===== src/dmwtc_pkg.sv =====
// ============================================================================
// dmwtc_pkg
// Shared sizes, types and helpers for the direct-mapped write-through cache.
// ============================================================================
`default_nettype none

package dmwtc_pkg;

    localparam int LINE_COUNT   = 8;
    localparam int ADDRESS_BITS = 7;
    localparam int WORD_BITS    = 16;
    localparam int INDEX_SHIFT  = 4;
    localparam int COUNT_BITS   = 32;

    localparam int INDEX_BITS = $clog2(LINE_COUNT);
    localparam int TAG_BITS   = ADDRESS_BITS - INDEX_BITS;

    typedef enum logic {
        OP_READ  = 1'b0,
        OP_WRITE = 1'b1
    } op_t;

    // Commands from the controller to the datapath.
    typedef struct packed {
        logic capture;   // register the incoming access
        logic execute;   // look up, update the line and the counters
    } cmd_t;

    function automatic logic [INDEX_BITS-1:0] index_of(input logic [ADDRESS_BITS-1:0] a);
        return a[INDEX_SHIFT +: INDEX_BITS];
    endfunction

    // The tag keeps every address bit outside the index field, in order.
    function automatic logic [TAG_BITS-1:0] tag_of(input logic [ADDRESS_BITS-1:0] a);
        logic [TAG_BITS-1:0] t;
        int j;
        t = '0;
        j = 0;
        for (int i = 0; i < ADDRESS_BITS; i++) begin
            if (i < INDEX_SHIFT || i >= INDEX_SHIFT + INDEX_BITS) begin
                t[j] = a[i];
                j++;
            end
        end
        return t;
    endfunction

endpackage

`default_nettype wire


===== src/dmwtc_if.sv =====
// ============================================================================
// dmwtc_req_if / dmwtc_rsp_if
// Valid/ready channels for cache accesses and their results.
// ============================================================================
`default_nettype none

interface dmwtc_req_if;
    import dmwtc_pkg::*;

    logic                    valid;
    logic                    ready;
    logic                    op;
    logic [ADDRESS_BITS-1:0] address;
    logic [WORD_BITS-1:0]    write_value;
    logic [WORD_BITS-1:0]    mem_data;
    logic                    mem_fault;

    modport source (output valid, op, address, write_value, mem_data, mem_fault,
                    input ready);
    modport sink   (input valid, op, address, write_value, mem_data, mem_fault,
                    output ready);
endinterface

interface dmwtc_rsp_if;
    import dmwtc_pkg::*;

    logic                  valid;
    logic                  ready;
    logic                  status;
    logic                  hit;
    logic [WORD_BITS-1:0]  read_data;
    logic [COUNT_BITS-1:0] access_total;
    logic [COUNT_BITS-1:0] hit_total;
    logic [COUNT_BITS-1:0] miss_total;

    modport source (output valid, status, hit, read_data, access_total, hit_total,
                    miss_total, input ready);
    modport sink   (input valid, status, hit, read_data, access_total, hit_total,
                    miss_total, output ready);
endinterface

`default_nettype wire


===== src/dmwtc_ctrl.sv =====
// ============================================================================
// dmwtc_ctrl
// Sequencer: takes one access beat, runs it once the result slot is free.
// ============================================================================
`default_nettype none

module dmwtc_ctrl
    import dmwtc_pkg::*;
(
    input  wire logic clk,
    input  wire logic rst_n,
    input  wire logic in_valid,
    output logic      in_ready,
    output logic      out_valid,
    input  wire logic out_ready,
    output cmd_t      cmd
);

    typedef enum logic {
        S_IDLE,
        S_EXEC
    } state_t;

    state_t state_reg;
    logic   out_valid_reg;
    logic   slot_free;

    // The result register can take a new result when empty or being drained.
    assign slot_free   = !out_valid_reg || out_ready;
    assign in_ready    = (state_reg == S_IDLE);
    assign out_valid   = out_valid_reg;
    assign cmd.capture = in_valid && in_ready;
    assign cmd.execute = (state_reg == S_EXEC) && slot_free;

    always_ff @(posedge clk or negedge rst_n)
    begin
        if (!rst_n)
        begin
            state_reg     <= S_IDLE;
            out_valid_reg <= 1'b0;
        end
        else
        begin
            unique case (state_reg)
                S_IDLE:
                begin
                    if (out_ready)
                    begin
                        out_valid_reg <= 1'b0;
                    end
                    if (in_valid)
                    begin
                        state_reg <= S_EXEC;
                    end
                end
                S_EXEC:
                begin
                    if (slot_free)
                    begin
                        out_valid_reg <= 1'b1;
                        state_reg     <= S_IDLE;
                    end
                end
                default:
                begin
                    state_reg <= S_IDLE;
                end
            endcase
        end
    end

endmodule

`default_nettype wire


===== src/dmwtc_datapath.sv =====
// ============================================================================
// dmwtc_datapath
// Access register, line store, hit/miss counters and result register.
// ============================================================================
`default_nettype none

module dmwtc_datapath
    import dmwtc_pkg::*;
(
    input  wire logic                    clk,
    input  wire logic                    rst_n,
    input  wire cmd_t                    cmd,
    input  wire logic                    op,
    input  wire logic [ADDRESS_BITS-1:0] address,
    input  wire logic [WORD_BITS-1:0]    write_value,
    input  wire logic [WORD_BITS-1:0]    mem_data,
    input  wire logic                    mem_fault,
    output logic                         status,
    output logic                         hit,
    output logic [WORD_BITS-1:0]         read_data,
    output logic [COUNT_BITS-1:0]        access_total,
    output logic [COUNT_BITS-1:0]        hit_total,
    output logic [COUNT_BITS-1:0]        miss_total
);

    op_t                     op_reg;
    logic [ADDRESS_BITS-1:0] address_reg;
    logic [WORD_BITS-1:0]    write_value_reg;
    logic [WORD_BITS-1:0]    mem_data_reg;
    logic                    fault_reg;

    logic [LINE_COUNT-1:0]   line_valid_reg;
    logic [TAG_BITS-1:0]     line_tag_reg  [LINE_COUNT];
    logic [WORD_BITS-1:0]    line_word_reg [LINE_COUNT];

    logic [COUNT_BITS-1:0]   access_count_reg;
    logic [COUNT_BITS-1:0]   hit_count_reg;
    logic [COUNT_BITS-1:0]   miss_count_reg;

    logic                    status_reg;
    logic                    hit_reg;
    logic [WORD_BITS-1:0]    read_data_reg;

    logic [INDEX_BITS-1:0]   idx;
    logic [TAG_BITS-1:0]     tag;
    logic                    match;

    assign idx   = index_of(address_reg);
    assign tag   = tag_of(address_reg);
    assign match = line_valid_reg[idx] && (line_tag_reg[idx] == tag);

    always_ff @(posedge clk)
    begin
        if (cmd.capture)
        begin
            op_reg          <= op_t'(op);
            address_reg     <= address;
            write_value_reg <= write_value;
            mem_data_reg    <= mem_data;
            fault_reg       <= mem_fault;
        end
    end

    // Line tags and words are only read behind a set valid bit.
    always_ff @(posedge clk)
    begin
        if (cmd.execute && !fault_reg)
        begin
            if (op_reg == OP_WRITE)
            begin
                line_tag_reg[idx]  <= tag;
                line_word_reg[idx] <= write_value_reg;
            end
            else if (!match)
            begin
                line_tag_reg[idx]  <= tag;
                line_word_reg[idx] <= mem_data_reg;
            end
        end
    end

    always_ff @(posedge clk)
    begin
        if (cmd.execute)
        begin
            status_reg    <= 1'b0;
            hit_reg       <= 1'b0;
            read_data_reg <= '0;
            unique case (op_reg)
                OP_WRITE:
                begin
                    if (fault_reg)
                    begin
                        status_reg <= 1'b1;
                    end
                    else
                    begin
                        hit_reg <= match;
                    end
                end
                OP_READ:
                begin
                    if (match)
                    begin
                        hit_reg       <= 1'b1;
                        read_data_reg <= line_word_reg[idx];
                    end
                    else if (fault_reg)
                    begin
                        status_reg <= 1'b1;
                    end
                    else
                    begin
                        read_data_reg <= mem_data_reg;
                    end
                end
                default:
                begin
                    status_reg <= 1'b0;
                end
            endcase
        end
    end

    always_ff @(posedge clk or negedge rst_n)
    begin
        if (!rst_n)
        begin
            line_valid_reg   <= '0;
            access_count_reg <= '0;
            hit_count_reg    <= '0;
            miss_count_reg   <= '0;
        end
        else if (cmd.execute)
        begin
            access_count_reg <= access_count_reg + 1'b1;
            // A faulted write counts neither a hit nor a miss.
            if (!(op_reg == OP_WRITE && fault_reg))
            begin
                if (match)
                begin
                    hit_count_reg <= hit_count_reg + 1'b1;
                end
                else
                begin
                    miss_count_reg <= miss_count_reg + 1'b1;
                end
            end
            if (!fault_reg && !match)
            begin
                line_valid_reg[idx] <= 1'b1;
            end
        end
    end

    assign status       = status_reg;
    assign hit          = hit_reg;
    assign read_data    = read_data_reg;
    assign access_total = access_count_reg;
    assign hit_total    = hit_count_reg;
    assign miss_total   = miss_count_reg;

endmodule

`default_nettype wire


===== src/direct_mapped_write_through_cache.sv =====
// ============================================================================
// direct_mapped_write_through_cache
// Eight-line, one-word-per-line, write-through, write-allocate cache.
// ============================================================================
// Each access beat on req carries the backing memory's word and fault flag,
// and yields one result beat on rsp with status, hit, read data and the
// running access, hit and miss totals (wrapping at 32 bits). An access is
// first registered from the beat, then looked up in the line registers while
// lines and counters are updated; no new beat is taken until it has executed.
// A finished result waits in its own register while the next access
// is taken in; execution stalls only if that result is still untaken.
`default_nettype none

module direct_mapped_write_through_cache
    import dmwtc_pkg::*;
(
    input  wire logic clk,
    input  wire logic rst_n,
    dmwtc_req_if.sink req,
    dmwtc_rsp_if.source rsp
);

    cmd_t cmd;

    dmwtc_ctrl u_ctrl (
        .clk       (clk),
        .rst_n     (rst_n),
        .in_valid  (req.valid),
        .in_ready  (req.ready),
        .out_valid (rsp.valid),
        .out_ready (rsp.ready),
        .cmd       (cmd)
    );

    dmwtc_datapath u_datapath (
        .clk          (clk),
        .rst_n        (rst_n),
        .cmd          (cmd),
        .op           (req.op),
        .address      (req.address),
        .write_value  (req.write_value),
        .mem_data     (req.mem_data),
        .mem_fault    (req.mem_fault),
        .status       (rsp.status),
        .hit          (rsp.hit),
        .read_data    (rsp.read_data),
        .access_total (rsp.access_total),
        .hit_total    (rsp.hit_total),
        .miss_total   (rsp.miss_total)
    );

endmodule

`default_nettype wire


===== src/flat_wrapper.sv =====
// flat-port wrapper written by rule: the top's interface ports become plain ports
module direct_mapped_write_through_cache_flat import dmwtc_pkg::*;
  (clk, rst_n, req_valid, req_op, req_address, req_write_value, req_mem_data, req_mem_fault, req_ready, rsp_valid, rsp_status, rsp_hit, rsp_read_data, rsp_access_total, rsp_hit_total, rsp_miss_total, rsp_ready);
  dmwtc_req_if req_i ();
  dmwtc_rsp_if rsp_i ();
  input  wire logic clk;
  input  wire logic rst_n;
  input wire logic [$bits(req_i.valid)-1:0] req_valid;
  input wire logic [$bits(req_i.op)-1:0] req_op;
  input wire logic [$bits(req_i.address)-1:0] req_address;
  input wire logic [$bits(req_i.write_value)-1:0] req_write_value;
  input wire logic [$bits(req_i.mem_data)-1:0] req_mem_data;
  input wire logic [$bits(req_i.mem_fault)-1:0] req_mem_fault;
  output wire logic [$bits(req_i.ready)-1:0] req_ready;
  output wire logic [$bits(rsp_i.valid)-1:0] rsp_valid;
  output wire logic [$bits(rsp_i.status)-1:0] rsp_status;
  output wire logic [$bits(rsp_i.hit)-1:0] rsp_hit;
  output wire logic [$bits(rsp_i.read_data)-1:0] rsp_read_data;
  output wire logic [$bits(rsp_i.access_total)-1:0] rsp_access_total;
  output wire logic [$bits(rsp_i.hit_total)-1:0] rsp_hit_total;
  output wire logic [$bits(rsp_i.miss_total)-1:0] rsp_miss_total;
  input wire logic [$bits(rsp_i.ready)-1:0] rsp_ready;
  assign req_i.valid = req_valid;
  assign req_i.op = req_op;
  assign req_i.address = req_address;
  assign req_i.write_value = req_write_value;
  assign req_i.mem_data = req_mem_data;
  assign req_i.mem_fault = req_mem_fault;
  assign req_ready = req_i.ready;
  assign rsp_valid = rsp_i.valid;
  assign rsp_status = rsp_i.status;
  assign rsp_hit = rsp_i.hit;
  assign rsp_read_data = rsp_i.read_data;
  assign rsp_access_total = rsp_i.access_total;
  assign rsp_hit_total = rsp_i.hit_total;
  assign rsp_miss_total = rsp_i.miss_total;
  assign rsp_i.ready = rsp_ready;
  direct_mapped_write_through_cache u_core (.clk(clk), .rst_n(rst_n), .req(req_i), .rsp(rsp_i));
endmodule

===== config.mk =====
export PLATFORM = sky130hd
export DESIGN_NAME = direct_mapped_write_through_cache_flat
export DESIGN_NICKNAME = d
export VERILOG_FILES = /design/src/dmwtc_pkg.sv /design/src/dmwtc_if.sv /design/src/dmwtc_ctrl.sv /design/src/dmwtc_datapath.sv /design/src/direct_mapped_write_through_cache.sv /design/src/flat_wrapper.sv
export SDC_FILE = /design/constraint.sdc
export NUM_CORES = 1
export LEC_CHECK = 0
export ABC_AREA = 1
export BUFFER_PORTS_ARGS = -buffer_cell sky130_fd_sc_hd__buf_2
export CAP_MARGIN = 0
export CORE_MARGIN = 2
export CORE_UTILIZATION = 45
export DETAILED_ROUTE_END_ITERATION = 7
export PLACE_DENSITY = 0.7
export SYNTH_ARGS = -nofsm -noshare
export SYNTH_HDL_FRONTEND = slang
export SYNTH_SLANG_ARGS = --single-unit

===== constraint.sdc =====
create_clock -name clk -period 4.06 [get_ports clk]
set_clock_uncertainty 0.15 [all_clocks]
set_input_delay 0.406 -clock clk [delete_from_list [all_inputs] [get_ports clk]]
set_output_delay 0.406 -clock clk [all_outputs]
set_load 0.01 [all_outputs]

Word-level counts from Yosys, hierarchy flattened
Memory sizes are Yosys's and may differ from the RTL's. A register that Yosys moved wholly into a read port is not among the register bits.
Index checks and enable logic that the tools add are counted.

operators by class
  reductions and logical operators = 15
  bitwise logic cells = 7
  equality and inequality tests = 3
  mux-type cells = 29
  add/subtract/negate cells = 3
  order comparisons = 2

operators with widths
  operator                 number
  $add A32 B1 Y32 const B  3
  $mux W16                 3
  $mux W1                  17
  $or A8 B8 Y8             1
  $pmux W1 S2              4
  $logic_and A1 B1 Y1      7
  $mux W3                  2
  $reduce_and A3 Y1        2
  $eq A4 B4 Y1             1
  $lt A3 B4 Y1 const B     1
  $mux W4                  1
  $not A1 Y1               4
  $reduce_and A2 Y1        2
  $bmux W1 S3              1
  $demux W1 S3             1
  $ge A3 B1 Y1 const B     1
  $logic_not A1 Y1         3
  $ne A2 B1 Y1 const B     1
  $ne A2 B2 Y1 const B     1
  $or A1 B1 Y1             2
  $logic_or A1 B1 Y1       1

storage, ports and cells
  bits in writable memories = 160
  output and inout bits = 116
  word-level logic and storage cells = 75
  memories = 2
  register bits = 165

memory list
  memory                           words  bits a word  read ports  clocked after memory_dff  wr ports  RTL line              source
  u_core.u_datapath.line_word_reg  8      16           1           1                         1         dmwtc_datapath.sv:34  logic [WORD_BITS-1:0] line_word_reg [LINE_COUNT];
  u_core.u_datapath.line_tag_reg   8      4            1           1                         1         dmwtc_datapath.sv:33  logic [TAG_BITS-1:0] line_tag_reg [LINE_COUNT];

Logic depth before layout (Yosys ltp)
  depth in word-level cells = 8
  mapped depth = 16
  gate-level depth less buffers = 13

Modules after synthesis
From an unflattened synthesis, not the netlist that was laid out.

second synthesis, totals
  cells, all modules = 1502
  area, all modules = 14924.3 µm²

by module, submodules not included
  module          cells each  area each (µm²)  instances
  dmwtc_datapath  1491        14831.7          1
  dmwtc_ctrl      11          92.6             1

Worst setup path before layout
No wires, ideal clock.

  path kind = input port to flip-flop
  start point = input port req_valid
  end point = register u_core.u_datapath.address_reg[0] (enable)
  arrival = 2.340 ns
  library setup time = 0.448 ns
  setup slack = 1.122 ns
  path buffers = 0
  stages = 2
  data required time = 3.462 ns
  cells stage by stage = inv_1 > nor2_1

RTL lines
  item                    RTL line              source
  start: declaration      flat_wrapper.sv:8     input wire logic [$bits(req_i.valid)-1:0] req_valid;
  end signal: assignment  dmwtc_datapath.sv:57  address_reg <= address;
  end: declaration        dmwtc_datapath.sv:27  logic [ADDRESS_BITS-1:0] address_reg;

==> flow_metrics.tcl <==
set metrics [dict create \
    status "completed" \
    report.final.slew_viol_count 0 \
    coreArea_um2 32700 \
    critical_path_class "reg -> reg" \
    io_pins 161 \
    powerDensity_nw_per_um2 536 \
    cts_tree "done" \
    cts_sinks 328 \
    rsz0062_at_grt "no" \
    fin_crit_sh_pct 82.0 \
    dieArea_um2 34800 \
    die_w_um 186 \
    clkTransAtPathRegs_ns 0.06 \
    slew_headroom_pct 38.9 \
    crit_path_frequent_cell "nand2_1" \
    critical_path.top_delay_family "simple AND/OR/NAND/NOR gates" \
    grt_pass1_wl_mm 59.5 \
    finalNetCount 1791 \
    cp_data_required_time_ns 4.09 \
    gp_congestion 0.902 \
    synthArstFlopShare_pct 32.3 \
    power_frac_comb_pct 21.4 \
    syn-cell-area_um2 15000 \
    slowest_delay_ns 0.58 \
    die_h_um 186 \
    drcViolationCount 0 \
    max_freq_mhz 300 \
    hpwlAfterDp_mm 23.6 \
    routedWlPerCell_um 16.7 \
    drtIter0Drc 957 \
    grt-ovfl-total 0 \
    gr-usage-all-layers_pct 21.0 \
    critPathBufInv 1 \
    crit_path_start_kind "register" \
    yosysTopAreaCell "edfxtp_1" \
    initial_core_util_pct 45.8 \
    wl_mm 36.8 \
    worst_slew_pin_slew_ns 0.916 \
    post_cts_buffers 0 \
    antenna_found_initial 0 \
    synth-seq-cells 328 \
    intPower_w 0.00662 \
    std_cell_rows 66 \
    hold_buffers 42 \
    synth-edff-count 219 \
    syn_avg_cell_area_um2 9.70 \
    yosysUniqueCellTypes 32 \
    synth_area_leaders "edfxtp_1 44%, dfrtp_1 18%, nand2_1 10%, nand3_1 4.2%, inv_1 3.7%" \
    n_antenna_cell 0 \
    seq_power_share_pct 44.7 \
    netSwitchingFraction_pct 30.7 \
    largest_reg_flops 128 \
    drive_gt1_share_pct 14.4 \
    crit_chain "buf_4 -> nand2_1 -> nand3_1 -> nand3_1 -> nand2_1 -> nand2_1 -> nand2_1 -> nor2_2 -> nand3_4 -> nand3_2 -> nand2_1 -> nand2_1" \
    setup_viol 0 \
    synth_top_area_share_pct 43.9 \
    power_switching_w 0.00294 \
    pre_cts_ws_ns 0.718 \
    cp.arrival_ns 3.36 \
    synthFlopType "edfxtp_1" \
    hold_viol_final 0 \
    fillerInstances 2864 \
    antenna_left 0 \
    crit_slowest_cell "nand3_2" \
    synth_fp_nets 1593 \
    h-tree-depth 2 \
    syn_inst 1545 \
    layout_min_cycle_time_ns 3.33 \
    num_vias 11700 \
    numCtsBuffers 35 \
    ctsResizeCount 0 \
    post-synth-top-count-cell "nand2_1" \
    cp_max_fo 46 \
    grt_pass1_vias 11300 \
    via_per_inst 5.28 \
    p_leak_nw 7.80 \
    layout_setup_ws_ns 0.729 \
    worstSkewPairLatency_ns 0.50 \
    power.share.clock_pct 33.9 \
    drv_cap 0 \
    clock_path_buffers 3 \
    cp-end-kind "register" \
    firstDrtPassIters 5 \
    grt_max_degree 70 \
    cts-root-buf "clkbuf_16" \
    synth_common_cells "408 x nand2_1, 219 x edfxtp_1, 148 x inv_1" \
    holdCritPathClass "in -> reg" \
    ir_drop_uv 345 \
    numPortBuffers 160 \
    ys_seq_area_share_pct 62.0 \
    area_growth_pct 19.0 \
    final.setup.tns_ns 0 \
    yosysWarnings 0 \
]
## final timing paths
kind / from / endpoint / slack [ns] / cells after the start
min in group asynchronous: rst_n / u_core.u_datapath.hit_total[12] / 0.40 / 2
worst max register to register: register / u_core.u_datapath.line_word_reg[1][6] / 0.73 / 12
worst min-delay path: rsp_ready / u_core.u_ctrl.out_valid / 0.06 / 4
worst max-delay path: register / u_core.u_datapath.line_word_reg[1][6] / 0.73 / 12
worst min register to register: u_core.u_datapath.line_valid_reg[2] / u_core.u_datapath.line_valid_reg[2] / 0.31 / 2
max in group asynchronous: rst_n / u_core.u_datapath.line_valid_reg[0] / 2.47 / 3
## area by class of cell
class                           count  area (um2)  share of cell area, %
Timing Repair Buffer              227        1410                   7.91
Multi-Input combinational cell   1001        4850                   27.2
Clock buffer                       41         951                   5.33
Sequential cell                   328        9290                   52.1
Clock inverter                     20         216                   1.21
Tap cell                          442         553                   3.10
Inverter                          150         563                   3.16
## power by group through the flow
stage	Sequential, W	Clock [W]	Combinational (W)
floorplan	0.00432	0	0.00132
global placement	0.00433	0	0.00197
detailed placement	0.00433	0	0.00201
CTS	0.00427	0.00328	0.00205
global route	0.00431	0.00343	0.00228
finish	0.00428	0.00324	0.00205
## kinds of logic after synthesis
| family | after synthesis | synth area share, % |
|---|---|---|
| xor gates and xnor gates | 68 | 3.98 |
| DFF | 328 | 62.0 |
| and+or+nand+nor | 801 | 23.1 |
| adders and majority gates | 3 | 0.251 |
| buffers and inverters | 216 | 5.83 |
| AOI/OAI and AO/OA | 129 | 4.84 |
## placed cells by master, fill, tap and decap left out, types with 5 or more instances in the layout
cell | Yosys | routed
a21oi_1 | 17 | 17
a32o_1 | 5 | 5
buf_2 | 17 | 159
buf_4 | 5 | 26
bufinv_16 | 0 | 5
clkbuf_16 | 0 | 37
clkinv_1 | 0 | 9
dfrtp_1 | 106 | 106
dlygate4sd3_1 | 0 | 42
edfxtp_1 | 219 | 219
inv_1 | 148 | 147
nand2_1 | 408 | 408
nand3_1 | 125 | 125
nand4_1 | 67 | 67
nor2_1 | 142 | 133
nor2_2 | 2 | 10
nor3_1 | 40 | 40
nor4_1 | 6 | 6
o21ai_0 | 75 | 75
o22ai_1 | 27 | 27
xnor2_1 | 25 | 25
xor2_1 | 43 | 43
## metal layers
metal / up-vias / share of wire, % / track usage [%]
met5: - / 0 / 0
met4: 0 / 3.0 / 7.78
met3: 78 / 5.3 / 2.67
met2: 387 / 46 / 33.4
met1: 5613 / 46 / 29.8
li1: 5587 / - / -
## through the flow
step	power (W)	utilization (%)	cells	hold WS (ns)	cell area [um2]
floorplan	0.00565	-	1545	-0.0396	15000
global placement	0.00629	49.7	2106	0.291	16200
detailed placement	0.00634	49.7	2106	0.298	16200
CTS	0.00960	54.5	2209	0.0279	17800
global route	0.0100	54.5	2209	0.0737	17800
finish	0.00957	54.5	2209	0.0604	17800
## worst reg2reg max path: cells and delay by family (launching register included)
| family | cells | cell delay, ns |
|---|---|---|
| buffers and inverters | 1 | 0.38 |
| DFF | 1 | 0.43 |
| and+or+nand+nor | 11 | 2.04 |
No activity file was read; power rests on OpenSTA's default activity.
